<file path="config.mk">
export PLATFORM = sky130hd
export DESIGN_NAME = crc16_header_frame_deframer
export DESIGN_NICKNAME = d
export VERILOG_FILES = /design/src/rtl/chfd_pkg.sv /design/src/rtl/chfd_ram.sv /design/src/rtl/crc16_header_frame_deframer.sv
export SDC_FILE = /design/constraint.sdc
export NUM_CORES = 1
export LEC_CHECK = 0
export BUFFER_PORTS_ARGS = -buffer_cell sky130_fd_sc_hd__buf_2
export CAP_MARGIN = 20
export CORE_MARGIN = 1.5
export CORE_UTILIZATION = 41
export CTS_CLUSTER_DIAMETER = 50
export CTS_CLUSTER_SIZE = 16
export DETAILED_ROUTE_END_ITERATION = 12
export PLACE_DENSITY_LB_ADDON = 0.12
export SLEW_MARGIN = 15
export SYNTH_ARGS = -nofsm -noshare
export SYNTH_HDL_FRONTEND = slang
export SYNTH_HIERARCHICAL = 1
export SYNTH_SLANG_ARGS = --single-unit
</file>
<file path="constraint.sdc">
create_clock -name clk -period 4.2 [get_ports clk]
set_input_delay 1.05 -clock clk [delete_from_list [all_inputs] [get_ports clk]]
set_output_delay 1.05 -clock clk [all_outputs]
set_load 0.005 [all_outputs]
</file>
<file path="src/rtl/chfd_pkg.sv">
// ============================================================================
// chfd_pkg
// Shared types, constants and the CRC-16 byte step for the header deframer.
// ============================================================================
`default_nettype none

package chfd_pkg;

    localparam int MAX_FRAME_LEN = 64;
    localparam int MIN_FRAME_LEN = 12;
    localparam int PTR_W         = $clog2(MAX_FRAME_LEN);
    localparam int CNT_W         = $clog2(MAX_FRAME_LEN + 1);

    localparam logic [15:0] CRC_POLY = 16'h8408;
    localparam logic [15:0] CRC_INIT = 16'hFFFF;

    // Register reset values
    localparam logic [6:0] FRAME_LEN_RST = 7'd32;
    localparam logic [7:0] HEADER_RST    = 8'h53;
    localparam logic [5:0] YAW_OFF_RST   = 6'd2;
    localparam logic [5:0] PITCH_OFF_RST = 6'd6;

    // Register indexes (word address bits [3:2])
    localparam logic [1:0] REG_FRAME_LEN = 2'd0;
    localparam logic [1:0] REG_HEADER    = 2'd1;
    localparam logic [1:0] REG_YAW_OFF   = 2'd2;
    localparam logic [1:0] REG_PITCH_OFF = 2'd3;

    typedef enum logic [1:0] {
        ST_IDLE,
        ST_CHECK,
        ST_SCAN,
        ST_EMIT
    } chfd_state_t;

    // Reflected CRC-16 update over one byte, LSB first
    function automatic logic [15:0] crc16_byte(input logic [15:0] crc_in,
                                               input logic [7:0]  data);
        logic [15:0] c;
        c = crc_in ^ {8'h00, data};
        for (int b = 0; b < 8; b++) begin
            if (c[0])
                c = (c >> 1) ^ CRC_POLY;
            else
                c = c >> 1;
        end
        return c;
    endfunction

endpackage

`default_nettype wire

</file>
<file path="src/rtl/chfd_ram.sv">
// ============================================================================
// chfd_ram
// Generic single-write, single-read RAM with registered read data.
// ============================================================================
`default_nettype none

module chfd_ram #(
    parameter int WIDTH = 8,
    parameter int DEPTH = 64
) (
    input  wire logic                     clk,
    input  wire logic                     we,
    input  wire logic [$clog2(DEPTH)-1:0] waddr,
    input  wire logic [WIDTH-1:0]         wdata,
    input  wire logic [$clog2(DEPTH)-1:0] raddr,
    output logic      [WIDTH-1:0]         rdata
);

    logic [WIDTH-1:0] mem [DEPTH];

    always_ff @(posedge clk)
    begin
        if (we)
        begin
            mem[waddr] <= wdata;
        end
        rdata <= mem[raddr];
    end

endmodule

`default_nettype wire

</file>
<file path="src/rtl/crc16_header_frame_deframer.sv">
// ============================================================================
// crc16_header_frame_deframer
// Hunts a byte stream for header-led frames with a reflected CRC-16 trailer
// and returns the yaw and pitch words of every frame that checks.
// ============================================================================
//
//  channel | signals                                   | direction
//  --------+-------------------------------------------+----------
//  input   | in_valid, in_ready, rx_byte[7:0]          | in
//  output  | out_valid, out_ready, yaw_bits, pitch_bits| out
//  config  | psel, penable, pwrite, paddr[3:0], pwdata,| in/out
//          | prdata, pready                            |
//
// A byte is written into the window in ST_IDLE. Each frame attempt then
// issues the first read in ST_CHECK and streams up to L bytes of the
// window through the CRC in ST_SCAN, one byte per cycle from the single RAM
// read port (L is the effective frame length). A good frame is handed to
// the output in ST_EMIT. The window is a circular buffer tracked by a head
// pointer and a fill count, so reset needs no clearing pass. A stalled
// output word holds the block only when the next frame is ready to be
// emitted.
// ============================================================================
`default_nettype none

module crc16_header_frame_deframer (
    input  wire logic        clk,
    input  wire logic        rst_n,
    // byte input
    input  wire logic        in_valid,
    output logic             in_ready,
    input  wire logic [7:0]  rx_byte,
    // frame output
    output logic             out_valid,
    input  wire logic        out_ready,
    output logic      [31:0] yaw_bits,
    output logic      [31:0] pitch_bits,
    // configuration
    input  wire logic        psel,
    input  wire logic        penable,
    input  wire logic        pwrite,
    input  wire logic [3:0]  paddr,
    input  wire logic [31:0] pwdata,
    output logic      [31:0] prdata,
    output logic             pready
);

    import chfd_pkg::*;

    // ------------------------------------------------------------------
    // Configuration registers
    // ------------------------------------------------------------------
    logic [6:0] frame_length_reg;
    logic [7:0] header_byte_reg;
    logic [5:0] yaw_offset_reg;
    logic [5:0] pitch_offset_reg;

    logic cfg_wr;
    assign cfg_wr = psel && penable && pwrite;
    assign pready = 1'b1;

    always_ff @(posedge clk or negedge rst_n)
    begin
        if (!rst_n)
        begin
            frame_length_reg <= FRAME_LEN_RST;
            header_byte_reg  <= HEADER_RST;
            yaw_offset_reg   <= YAW_OFF_RST;
            pitch_offset_reg <= PITCH_OFF_RST;
        end
        else if (cfg_wr)
        begin
            case (paddr[3:2])
                REG_FRAME_LEN: frame_length_reg <= pwdata[6:0];
                REG_HEADER:    header_byte_reg  <= pwdata[7:0];
                REG_YAW_OFF:   yaw_offset_reg   <= pwdata[5:0];
                REG_PITCH_OFF: pitch_offset_reg <= pwdata[5:0];
                default:       ;
            endcase
        end
    end

    always_comb
    begin
        case (paddr[3:2])
            REG_FRAME_LEN: prdata = {25'd0, frame_length_reg};
            REG_HEADER:    prdata = {24'd0, header_byte_reg};
            REG_YAW_OFF:   prdata = {26'd0, yaw_offset_reg};
            REG_PITCH_OFF: prdata = {26'd0, pitch_offset_reg};
            default:       prdata = 32'd0;
        endcase
    end

    // Saturate the frame length to the supported range
    logic [CNT_W-1:0] frame_len;
    logic [CNT_W-1:0] payload_len;
    always_comb
    begin
        if (frame_length_reg < 7'(MIN_FRAME_LEN))
            frame_len = CNT_W'(MIN_FRAME_LEN);
        else if (frame_length_reg > 7'(MAX_FRAME_LEN))
            frame_len = CNT_W'(MAX_FRAME_LEN);
        else
            frame_len = CNT_W'(frame_length_reg);
        payload_len = frame_len - CNT_W'(2);
    end

    // ------------------------------------------------------------------
    // Window storage: circular buffer in a RAM
    // ------------------------------------------------------------------
    chfd_state_t      state_reg, state_next;
    logic [PTR_W-1:0] head_reg, head_next;
    logic [CNT_W-1:0] fill_reg, fill_next;
    logic [PTR_W-1:0] idx_reg, idx_next;     // window index of rdata in SCAN
    logic [15:0]      crc_reg, crc_next;
    logic [7:0]       crc_lo_reg, crc_lo_next;
    logic [31:0]      yaw_acc_reg, yaw_acc_next;
    logic [31:0]      pitch_acc_reg, pitch_acc_next;
    logic             out_valid_reg, out_valid_next;
    logic [31:0]      yaw_out_reg, yaw_out_next;
    logic [31:0]      pitch_out_reg, pitch_out_next;

    logic             ram_we;
    logic [PTR_W-1:0] ram_waddr;
    logic [PTR_W-1:0] ram_raddr;
    logic [7:0]       ram_rdata;

    chfd_ram #(
        .WIDTH (8),
        .DEPTH (MAX_FRAME_LEN)
    ) u_window_ram (
        .clk   (clk),
        .we    (ram_we),
        .waddr (ram_waddr),
        .wdata (rx_byte),
        .raddr (ram_raddr),
        .rdata (ram_rdata)
    );

    // Word captures during the CRC pass
    logic [CNT_W-1:0] idx_ext;
    logic [CNT_W-1:0] yaw_dist;
    logic [CNT_W-1:0] pitch_dist;
    logic             yaw_hit;
    logic             pitch_hit;

    always_comb
    begin
        idx_ext    = CNT_W'(idx_reg);
        yaw_dist   = idx_ext - CNT_W'(yaw_offset_reg);
        pitch_dist = idx_ext - CNT_W'(pitch_offset_reg);
        yaw_hit    = (idx_ext >= CNT_W'(yaw_offset_reg)) && (yaw_dist < CNT_W'(4));
        pitch_hit  = (idx_ext >= CNT_W'(pitch_offset_reg)) && (pitch_dist < CNT_W'(4));
    end

    logic in_fire;
    assign in_fire  = in_valid && in_ready;
    assign in_ready = (state_reg == ST_IDLE);

    always_comb
    begin
        state_next     = state_reg;
        head_next      = head_reg;
        fill_next      = fill_reg;
        idx_next       = idx_reg;
        crc_next       = crc_reg;
        crc_lo_next    = crc_lo_reg;
        yaw_acc_next   = yaw_acc_reg;
        pitch_acc_next = pitch_acc_reg;
        yaw_out_next   = yaw_out_reg;
        pitch_out_next = pitch_out_reg;
        out_valid_next = out_valid_reg && !out_ready;
        ram_we         = 1'b0;
        ram_waddr      = head_reg + PTR_W'(fill_reg);
        ram_raddr      = head_reg;

        case (state_reg)
            ST_IDLE:
            begin
                if (in_fire)
                begin
                    // Window full: drop the oldest byte, its slot takes the new one
                    if (fill_reg == CNT_W'(MAX_FRAME_LEN))
                    begin
                        ram_we    = 1'b1;
                        ram_waddr = head_reg;
                        head_next = head_reg + PTR_W'(1);
                    end
                    else
                    begin
                        ram_we    = 1'b1;
                        fill_next = fill_reg + CNT_W'(1);
                    end
                    state_next = ST_CHECK;
                end
            end

            ST_CHECK:
            begin
                // Issue the read of the front byte and arm the pass
                ram_raddr      = head_reg;
                idx_next       = '0;
                crc_next       = CRC_INIT;
                yaw_acc_next   = '0;
                pitch_acc_next = '0;
                if (fill_reg >= frame_len)
                    state_next = ST_SCAN;
                else
                    state_next = ST_IDLE;
            end

            ST_SCAN:
            begin
                ram_raddr = head_reg + idx_reg + PTR_W'(1);
                if ((idx_reg == '0) && (ram_rdata != header_byte_reg))
                begin
                    // No header at the front: drop one byte, hunt on
                    head_next  = head_reg + PTR_W'(1);
                    fill_next  = fill_reg - CNT_W'(1);
                    state_next = ST_CHECK;
                end
                else
                begin
                    if (idx_ext < payload_len)
                    begin
                        crc_next = crc16_byte(crc_reg, ram_rdata);
                        if (yaw_hit)
                            yaw_acc_next[{yaw_dist[1:0], 3'b000} +: 8] = ram_rdata;
                        if (pitch_hit)
                            pitch_acc_next[{pitch_dist[1:0], 3'b000} +: 8] = ram_rdata;
                    end
                    if (idx_ext == payload_len)
                        crc_lo_next = ram_rdata;

                    if (idx_ext == frame_len - CNT_W'(1))
                    begin
                        if ({ram_rdata, crc_lo_reg} == crc_reg)
                        begin
                            state_next = ST_EMIT;
                        end
                        else
                        begin
                            head_next  = head_reg + PTR_W'(1);
                            fill_next  = fill_reg - CNT_W'(1);
                            state_next = ST_CHECK;
                        end
                    end
                    else
                    begin
                        idx_next = idx_reg + PTR_W'(1);
                    end
                end
            end

            ST_EMIT:
            begin
                // Hold until the output register is free, then consume the frame
                if (!out_valid_reg || out_ready)
                begin
                    out_valid_next = 1'b1;
                    yaw_out_next   = yaw_acc_reg;
                    pitch_out_next = pitch_acc_reg;
                    head_next      = head_reg + PTR_W'(frame_len);
                    fill_next      = fill_reg - frame_len;
                    state_next     = ST_IDLE;
                end
            end

            default:
            begin
                state_next = ST_IDLE;
            end
        endcase
    end

    always_ff @(posedge clk or negedge rst_n)
    begin
        if (!rst_n)
        begin
            state_reg     <= ST_IDLE;
            head_reg      <= '0;
            fill_reg      <= '0;
            out_valid_reg <= 1'b0;
        end
        else
        begin
            state_reg     <= state_next;
            head_reg      <= head_next;
            fill_reg      <= fill_next;
            out_valid_reg <= out_valid_next;
        end
    end

    always_ff @(posedge clk)
    begin
        idx_reg       <= idx_next;
        crc_reg       <= crc_next;
        crc_lo_reg    <= crc_lo_next;
        yaw_acc_reg   <= yaw_acc_next;
        pitch_acc_reg <= pitch_acc_next;
        yaw_out_reg   <= yaw_out_next;
        pitch_out_reg <= pitch_out_next;
    end

    assign out_valid  = out_valid_reg;
    assign yaw_bits   = yaw_out_reg;
    assign pitch_bits = pitch_out_reg;

endmodule

`default_nettype wire

</file>
# == Yosys cells after proc, flatten, opt, wreduce, memory -nomap -nowiden ==
# Memory sizes are Yosys's and may differ from the RTL's. A register that Yosys moved wholly into a read port is not among the register bits.
# Index checks and enable logic that the tools add are counted.
# totals
reg_bits,201
latch_bits,0
ram_bits,512
rom_bits,0
in_bits,51
out_inout_bits,99
wordCells,182
n_memories,1
# mem_list
memory,depth,word_bits,read_ports,rd_clocked_by_memory_dff,wr,line_no,text
u_window_ram.mem,64,8,1,1,1,chfd_ram.sv:19,logic [WIDTH-1:0] mem [DEPTH];
# classes
n_addsub,15
n_mul,0
n_div,0
order_cmp,8
n_eq_ne,22
shifts,4
mux,79
n_bitwise,10
n_reduce_logical,28
# op_table
operator,count
16-bit two-way mux,31
32-bit two-way mux,6
32-bit one-hot mux with 2 select lines,2
32-bit one-hot mux with 4 select lines,1
6-bit two-way mux,12
32-bit bitwise mux,2
8-bit by 7-bit variable shift with 32-bit output (first input constant),2
8-bit by 7-bit indexed part select with 32-bit output,2
7-bit two-way mux,8
16-bit one-hot mux with 2 select lines,1
2-bit inverter with 3-bit output,8
7-bit one-hot mux with 3 select lines,1
6-bit by 1-bit adder with 6-bit output (second input constant),3
6-bit adder,3
6-bit one-hot mux with 3 select lines,1
16-bit == test,1
16-bit by 8-bit XOR with 16-bit output,1
6-bit by 7-bit == test with 1-bit output,2
7-bit by 3-bit < comparator with 1-bit output (second input constant),2
2-bit inequality test (second input constant),7
5-bit negator with 7-bit output,2
6-bit by 6-bit subtractor with 7-bit output,2
7-bit by 1-bit subtractor with 7-bit output (second input constant),2
6-bit greater-or-equal comparator,2
other kinds (29),62

# == Depth between registers and ports, before layout ==
# Gate-level depths: netlist of run 1.
# depth
depth_word,43
ltp_mapped,15
depth_no_buf,14

# == Hierarchy ==
# Netlist of run 1, hierarchy kept.
# by_module_without_submodules
module,n_inst,cells_per_inst,area_each_um2,seq_area_each_um2
chfd_ram,1,940,20166.8,15534.9
crc16_header_frame_deframer,1,973,11140.7,5830.6

# == Least setup slack after synthesis of run 1 ==
# Ideal clock, no wire load.
# synth_path
path_type,register to register
from,register frame_length_reg[5]
to,"register pitch_acc_reg[0], enable pin"
setup_time_ns,0.392
arrival_time_ns,3.166
required_time_ns,3.808
slack_ns,0.642
stages_incl_launch_ff,13
n_path_buf,1
synth_period_minus_slack_ns,3.558
cell_sequence,dfstp_2 -> buf_2 -> a211oi_1 -> nor2_1 -> nand2_1 -> ha_1 -> ha_1 -> o21a_1 -> o21a_1 -> o21a_1 -> o21ai_0 -> a31oi_1 -> and3b_1
# synth_via
elab_chain_len,7
word_cells_on_any_way,8
classes_between,1 x add/sub; 3 x order compare; 1 x eq/ne; 2 x mux; 1 x reduce/logical
# synth_lines
element,line_no,text
from (decl),crc16_header_frame_deframer.sv:52,logic [6:0] frame_length_reg;
from (signal assigned),crc16_header_frame_deframer.sv:73,REG_FRAME_LEN: frame_length_reg <= pwdata[6:0];
7-bit greater-than comparator,crc16_header_frame_deframer.sv:100,else if (frame_length_reg > 7'(MAX_FRAME_LEN))
7-bit two-way mux,crc16_header_frame_deframer.sv:100,
7-bit two-way mux (*),crc16_header_frame_deframer.sv:98,if (frame_length_reg < 7'(MIN_FRAME_LEN))
7-bit by 2-bit subtractor with 7-bit output (*),crc16_header_frame_deframer.sv:104,payload_len = frame_len - CNT_W'(2);
6-bit by 7-bit < comparator with 1-bit output (*),crc16_header_frame_deframer.sv:223,if (idx_ext < payload_len)
2-bit inequality test (no source line) (*),n/a,
4-bit AND reduction (no source line) (*),n/a,
to (signal assigned),crc16_header_frame_deframer.sv:299,pitch_acc_reg <= pitch_acc_next;
to (decl),crc16_header_frame_deframer.sv:117,"logic [31:0] pitch_acc_reg, pitch_acc_next;"
# Every way passes the cells marked *; elsewhere a longest branch is shown, timed or not.
# A chain may end at the register's enable or synchronous reset.

# == Final worst setup path of run 1 ==
# layout_path
from,register idx_reg[0]
to,"register u_window_ram.rdata[3], read port of u_window_ram.mem"
# layout_via
elab_chain_len,3
# layout_lines
element,line_no,text
from (decl),crc16_header_frame_deframer.sv:113,"logic [PTR_W-1:0] idx_reg, idx_next;"
from (signal assigned),crc16_header_frame_deframer.sv:295,idx_reg <= idx_next;
6-bit adder,crc16_header_frame_deframer.sv:213,ram_raddr = head_reg + idx_reg + PTR_W'(1);
6-bit by 1-bit adder with 6-bit output,crc16_header_frame_deframer.sv:213,
6-bit two-way mux,crc16_header_frame_deframer.sv:176,case (state_reg)
net ram_raddr[2],crc16_header_frame_deframer.sv:124,logic [PTR_W-1:0] ram_raddr;
to (decl),chfd_ram.sv:16,output logic [WIDTH-1:0] rdata
# The timed path passes the listed nets, and every way through them passes these cells.

==> results of run 1 <==
cell families after synthesis:
family | Yosys count | synth area share (%)
multiplexers | 207 | 12.15
flip-flops | 721 | 68.24
buffers and inverters | 167 | 2.778
AO/OA/AOI/OAI | 222 | 4.624
other | 2 | 0.02399
adder cells (fa/ha/maj) | 68 | 2.885
AND/OR/NAND/NOR | 445 | 7.034
XOR/XNOR | 81 | 2.266
area by class of cell:
type                       count  area, um2
inverter                      50      187.7
multi-input combinational   1048       9208
fill                        6440      39260
clock buffer                  91       2086
clock inverter                59      709.4
sequential                   721      21370
tap                          978       1224
timing repair buffer         235       1654
critical path, cell delays in order, from the launching register on:
cell	delay [ps]
edfxtp_1	430
inv_1	120
ha_1	170
inv_1	50
fa_1	400
xnor2_1	180
a21oi_4	450
buf_4	280
buf_12	240
nor2b_1	80
a2111oi_0	1000
o41ai_1	310
through the flow:
step / std cells / power (uW) / util, % / worst slack, ps
2_1_floorplan: 1936 / 17800 / - / 641.6
3_3_place_gp: 3032 / 21660 / 44.43 / 302.0
3_5_place_dp: 3032 / 21810 / 44.43 / 233.8
4_1_cts: 3182 / 29210 / 48.12 / 272.7
5_1_grt: 3182 / 30410 / 48.13 / 57.53
6_report: 3182 / 28860 / 48.13 / 219.5
report_power, final:
part	leakage (uW)	switching (uW)	internal, uW
clock network	0.00136	3180	4120
logic	0.00449	6790	4960
registers	0.00667	649	9160
worst paths after layout:
kind | from | endpoint | depth (start not counted)
setup / recovery | idx_reg[0] | u_window_ram/rdata[3] | 11
hold / removal | rst_n | fill_reg[5] | 1
setup reg to reg | idx_reg[0] | u_window_ram/rdata[3] | 11
hold reg to reg | pitch_acc_reg[23] | pitch_bits[23] | 0
max in group asynchronous | rst_n | fill_reg[1] | 1
min in group clk | pitch_acc_reg[23] | pitch_bits[23] | 0
per-layer routing:
metal / vias up / GRT usage (%)
met3: 124 / 2.844
li1: 7799 / -
met1: 8702 / 26.14
met4: 0 / 5.741
met5: - / 0
met2: 443 / 30.88
cells in the final DEF, fill, tap and decap left out, types with 35 or more instances in the layout:
cell type / netlist / layout
nand2_1: 68 / 68
clkbuf_16: 0 / 82
mux2_2: 38 / 38
a21oi_1: 92 / 90
nor2_1: 164 / 164
dfrtp_1: 35 / 35
nor2b_1: 69 / 69
xnor2_1: 46 / 46
ha_1: 61 / 61
inv_1: 50 / 49
buf_4: 40 / 131
xor2_1: 35 / 35
mux4_2: 132 / 132
buf_2: 18 / 94
edfxtp_1: 670 / 670
nand3_1: 36 / 36
==> results.sh, run 1 <==
export IMPL_synth_top_area_share_pct=64.26
export IMPL_status="complete, no violations"
export IMPL_wirelength_um=73140
export IMPL_placed_area_mm2=0.03363
export IMPL_critical_path_required_ps=4620
export IMPL_cellLeakagePower_uw=0.01252
export IMPL_yosys_cell_count_top_type="edfxtp_1"
export IMPL_hold_ws_ps=434.6
export IMPL_finalHoldViolCount=0
export IMPL_wl_met1_um=32290
export IMPL_ctsHoldBuffers=0
export IMPL_synthCells=1913
export IMPL_ant_nets=0
export IMPL_synthesis_area_mm2=0.03131
export IMPL_reg2reg_slack_ps=220
export IMPL_power_density_mw_per_mm2=792.2
export IMPL_clkSinkCount=721
export IMPL_final_cell_area_mm2=0.03643
export IMPL_coreArea_mm2=0.07570
export IMPL_synth_edf_count=670
export IMPL_clkTransAtPathRegs_ps=60
export IMPL_largest_register="u_window_ram/mem"
export IMPL_grt_pass1_wl_um=109600
export IMPL_layout_drive_gt1_share_pct=26.09
export IMPL_antenna_found_initial=0
export IMPL_antennaDiodeCount=0
export IMPL_ys_types=80
export IMPL_overflow=0
export IMPL_hold_class="input pin to asynchronous set/reset pin"
export IMPL_crit_type="flop to flop"
export IMPL_max_slew_worst_pin_slew_ps=1164
export IMPL_worstSetupStartpointType="flop"
export IMPL_grt_start_max_net_pins=72
export IMPL_cts_tree="built"
export IMPL_io_pins=150
export IMPL_fmax_mhz=251.2
export IMPL_wl_met3_um=3242
export IMPL_ys_warn_count=6
export IMPL_drc=0
export IMPL_clk_latency_ps=650
export IMPL_tns_ps=0
export IMPL_vias_per_cell=5.364
export IMPL_finalSetupViolations=0
export IMPL_yosys_top_cells_area="edfxtp_1 (64%), mux4_2 (9.5%), dfrtp_1 (2.8%)"
export IMPL_area_growth_synth_to_final_pct=16.37
export IMPL_largest_reg_flops=512
export IMPL_wl_met2_um=35650
export IMPL_avgSynthCellArea_um2=16.37
export IMPL_dieArea_mm2=0.07803
export IMPL_cts_resized=0
export IMPL_track_usage_pct=18.88
export IMPL_dp_hpwl_um=46390
export IMPL_fin_crit_ps=3981
export IMPL_ys_seq_elements=721
export IMPL_initial_utilization_pct=41.36
export IMPL_cp_arrival_ps=4400
export IMPL_nets=2256
export IMPL_clock_path_buffers=3
export IMPL_top_layer_used="met4"
export IMPL_finalCritPeriodShare_pct=94.77
export IMPL_cap_violations=0
export IMPL_die_h_um=279.3
export IMPL_die_w_um=279.3
export IMPL_async_flop_share_pct=5.964
export IMPL_worst_setup_path_end_kind="flop"
export IMPL_cts_max_level=3
export IMPL_route_vias_total=17070
export IMPL_wl_per_cell_um=22.98
export IMPL_port_buffers=98
export IMPL_finClkSkew_ps=34.04
export IMPL_rsz0062_at_grt="no"
export IMPL_cts_made_buffers=81
export IMPL_netlist_top_cells_count="edfxtp_1 (670), nor2_1 (164), mux4_2 (132)"
export IMPL_ys_seq_area_share_pct=68.24
export IMPL_grt_pass1_vias=17250
export IMPL_drt_iter0_drc=1479
export IMPL_synth_top_cell_by_area="edfxtp_1"
export IMPL_synth_ff_type="edfxtp_1"
export IMPL_slew_violations=0
export IMPL_max_vdd_ir_drop_uv=424.4
export IMPL_crit_fanout=36
export IMPL_cts_setup_buffers=0
export IMPL_drt_first_pass_iters=6
export IMPL_slew_headroom_pct=20.42
export IMPL_root_buffer="clkbuf_16"
export IMPL_place_congestion=0.8103
export IMPL_rows=101
No activity file was read; power rests on OpenSTA's default activity.
==> inputs of run 2 (changes only) <==
Settings changed: PLACE_DENSITY_LB_ADDON 0.12 to unset.
==> results.sh, run 2 (synthesis results as in run 1) <==
export IMPL_drt_first_pass_iters=7
export IMPL_top_layer_used="met4"
export IMPL_place_congestion=0.8093
export IMPL_crit_type="flop to flop"
export IMPL_clkTransAtPathRegs_ps=70
export IMPL_port_buffers=98
export IMPL_rows=101
export IMPL_final_common_cell="edfxtp_1"
export IMPL_io_pins=150
export IMPL_track_usage_pct=18.28
export IMPL_finalSetupViolations=0
export IMPL_nets=2258
export IMPL_hold_class="input pin to asynchronous set/reset pin"
export IMPL_finClkSkew_ps=31.38
export IMPL_ant_nets=0
export IMPL_finalHoldViolCount=0
export IMPL_cts_tree="built"
export IMPL_rsz0062_at_grt="no"
export IMPL_route_vias_total=17170
export IMPL_post_route_util_pct=47.98
export IMPL_ctsHoldBuffers=0
export IMPL_cap_violations=0
export IMPL_grt_pass1_wl_um=107100
export IMPL_worstSetupStartpointType="flop"
export IMPL_cts_max_level=3
export IMPL_clkSinkCount=721
export IMPL_antenna_found_initial=0
export IMPL_slew_violations=0
export IMPL_reg2reg_slack_ps=70
export IMPL_grt_start_max_net_pins=72
export IMPL_max_slew_worst_pin_slew_ps=1121
export IMPL_drc=0
export IMPL_cts_made_buffers=80
export IMPL_largest_register="u_window_ram/mem"
export IMPL_finalCritPeriodShare_pct=98.27
export IMPL_wirelength_um=70950
export IMPL_power_density_mw_per_mm2=785.1
export IMPL_fillers=6384
export IMPL_max_vdd_ir_drop_uv=411.7
export IMPL_crit_fanout=14
export IMPL_fmax_mhz=242.3
export IMPL_area_growth_synth_to_final_pct=16.02
export IMPL_wl_met1_um=31480
export IMPL_die_w_um=279.3
export IMPL_wl_met3_um=3429
export IMPL_largest_reg_flops=512
export IMPL_tns_ps=0
export IMPL_fin_crit_ps=4127
export IMPL_wl_per_cell_um=22.30
export IMPL_wl_met2_um=34460
export IMPL_status="complete, no violations"
export IMPL_initial_utilization_pct=41.36
export IMPL_placed_area_mm2=0.03362
export IMPL_coreArea_mm2=0.07570
export IMPL_clock_path_buffers=3
export IMPL_drt_iter0_drc=1389
export IMPL_antennaDiodeCount=0
export IMPL_instances_no_fill=3181
export IMPL_grt_pass1_vias=17430
export IMPL_critical_path_required_ps=4720
export IMPL_layout_drive_gt1_share_pct=26.28
export IMPL_die_h_um=279.3
export IMPL_dp_hpwl_um=45870
export IMPL_slew_headroom_pct=24.69
export IMPL_vias_per_cell=5.396
export IMPL_dp_cells=3032
export IMPL_cp_arrival_ps=4650
export IMPL_overflow=0
export IMPL_root_buffer="clkbuf_16"
export IMPL_p_total_uw=28520
export IMPL_worst_setup_path_end_kind="flop"
export IMPL_cellLeakagePower_uw=0.01247
export IMPL_layout_common_cells="edfxtp_1 (670), nor2_1 (164), mux4_2 (132), buf_4 (132), buf_2 (97)"
export IMPL_clk_latency_ps=640
export IMPL_dieArea_mm2=0.07803
export IMPL_final_cell_area_mm2=0.03632
[run 2: cell types whose count changed in the layout (fill, tap and decap cells not counted), sizes merged]
cell / before / now
clkbuf: 91 / 87
clkinvlp: 3 / 7
buf: 235 / 238
bufinv: 6 / 3
inv: 78 / 75
clkinv: 22 / 24
[run 2: report_power, final]
group | switching (uW) | internal [uW]
Clock | 3110 | 3910
Combinational | 6700 | 4980
Sequential | 658 | 9170
[run 2: final cells by class]
type                       instances  area, um2  area share [%]
timing repair buffer             238       1657           4.561
multi-input combinational       1048       9211           25.36
clock buffer                      87       2071           5.701
sequential                       721      21370           58.82
tap                              978       1224           3.369
clock inverter                    59      606.8           1.671
inverter                          50      187.7          0.5167
[run 2: repair_timing]
item | 4_1_cts | 5_1_grt
resized for setup | 0 | 1
endpoints found under the setup margin | 0 | 20
buffers inserted | 0 | 3
[run 2: worst paths after layout]
kind | start | end | depth (start not counted)
max reg2reg | idx_reg[0] | u_window_ram/rdata[3] | 12
min reg2reg | yaw_acc_reg[22] | yaw_bits[22] | 0
max in group asynchronous | rst_n | frame_length_reg[1] | 1
max | idx_reg[0] | u_window_ram/rdata[3] | 12
min | rst_n | yaw_offset_reg[0] | 1
min in group clk | yaw_acc_reg[22] | yaw_bits[22] | 0
[run 2: critical path, stage by stage, from the launching register on]
cell       delay, ps
edfxtp_1         420
inv_1            250
ha_1             220
inv_1             50
fa_1             480
nand2_1           80
o21ai_4          290
buf_4            380
mux4_2           330
nor2b_1          140
a2111oi_0        880
o41ai_1          270
buf_4            200
[run 2: per-layer routing]
layer / global-route usage, % / up-vias
met5: 0 / -
met2: 30.04 / 475
met1: 25.25 / 8804
li1: - / 7790
met3: 3.019 / 97
met4: 4.989 / 0
[run 2: through the flow]
stage | setup slack, ps | hold slack (ps)
after detailed placement | 56.44 | 430.7
after global routing | 24.75 | 453.3
after floorplan | 641.6 | 418.0
final | 72.63 | 439.2
after CTS | 58.12 | 444.6
after global placement | 140.6 | 428.1
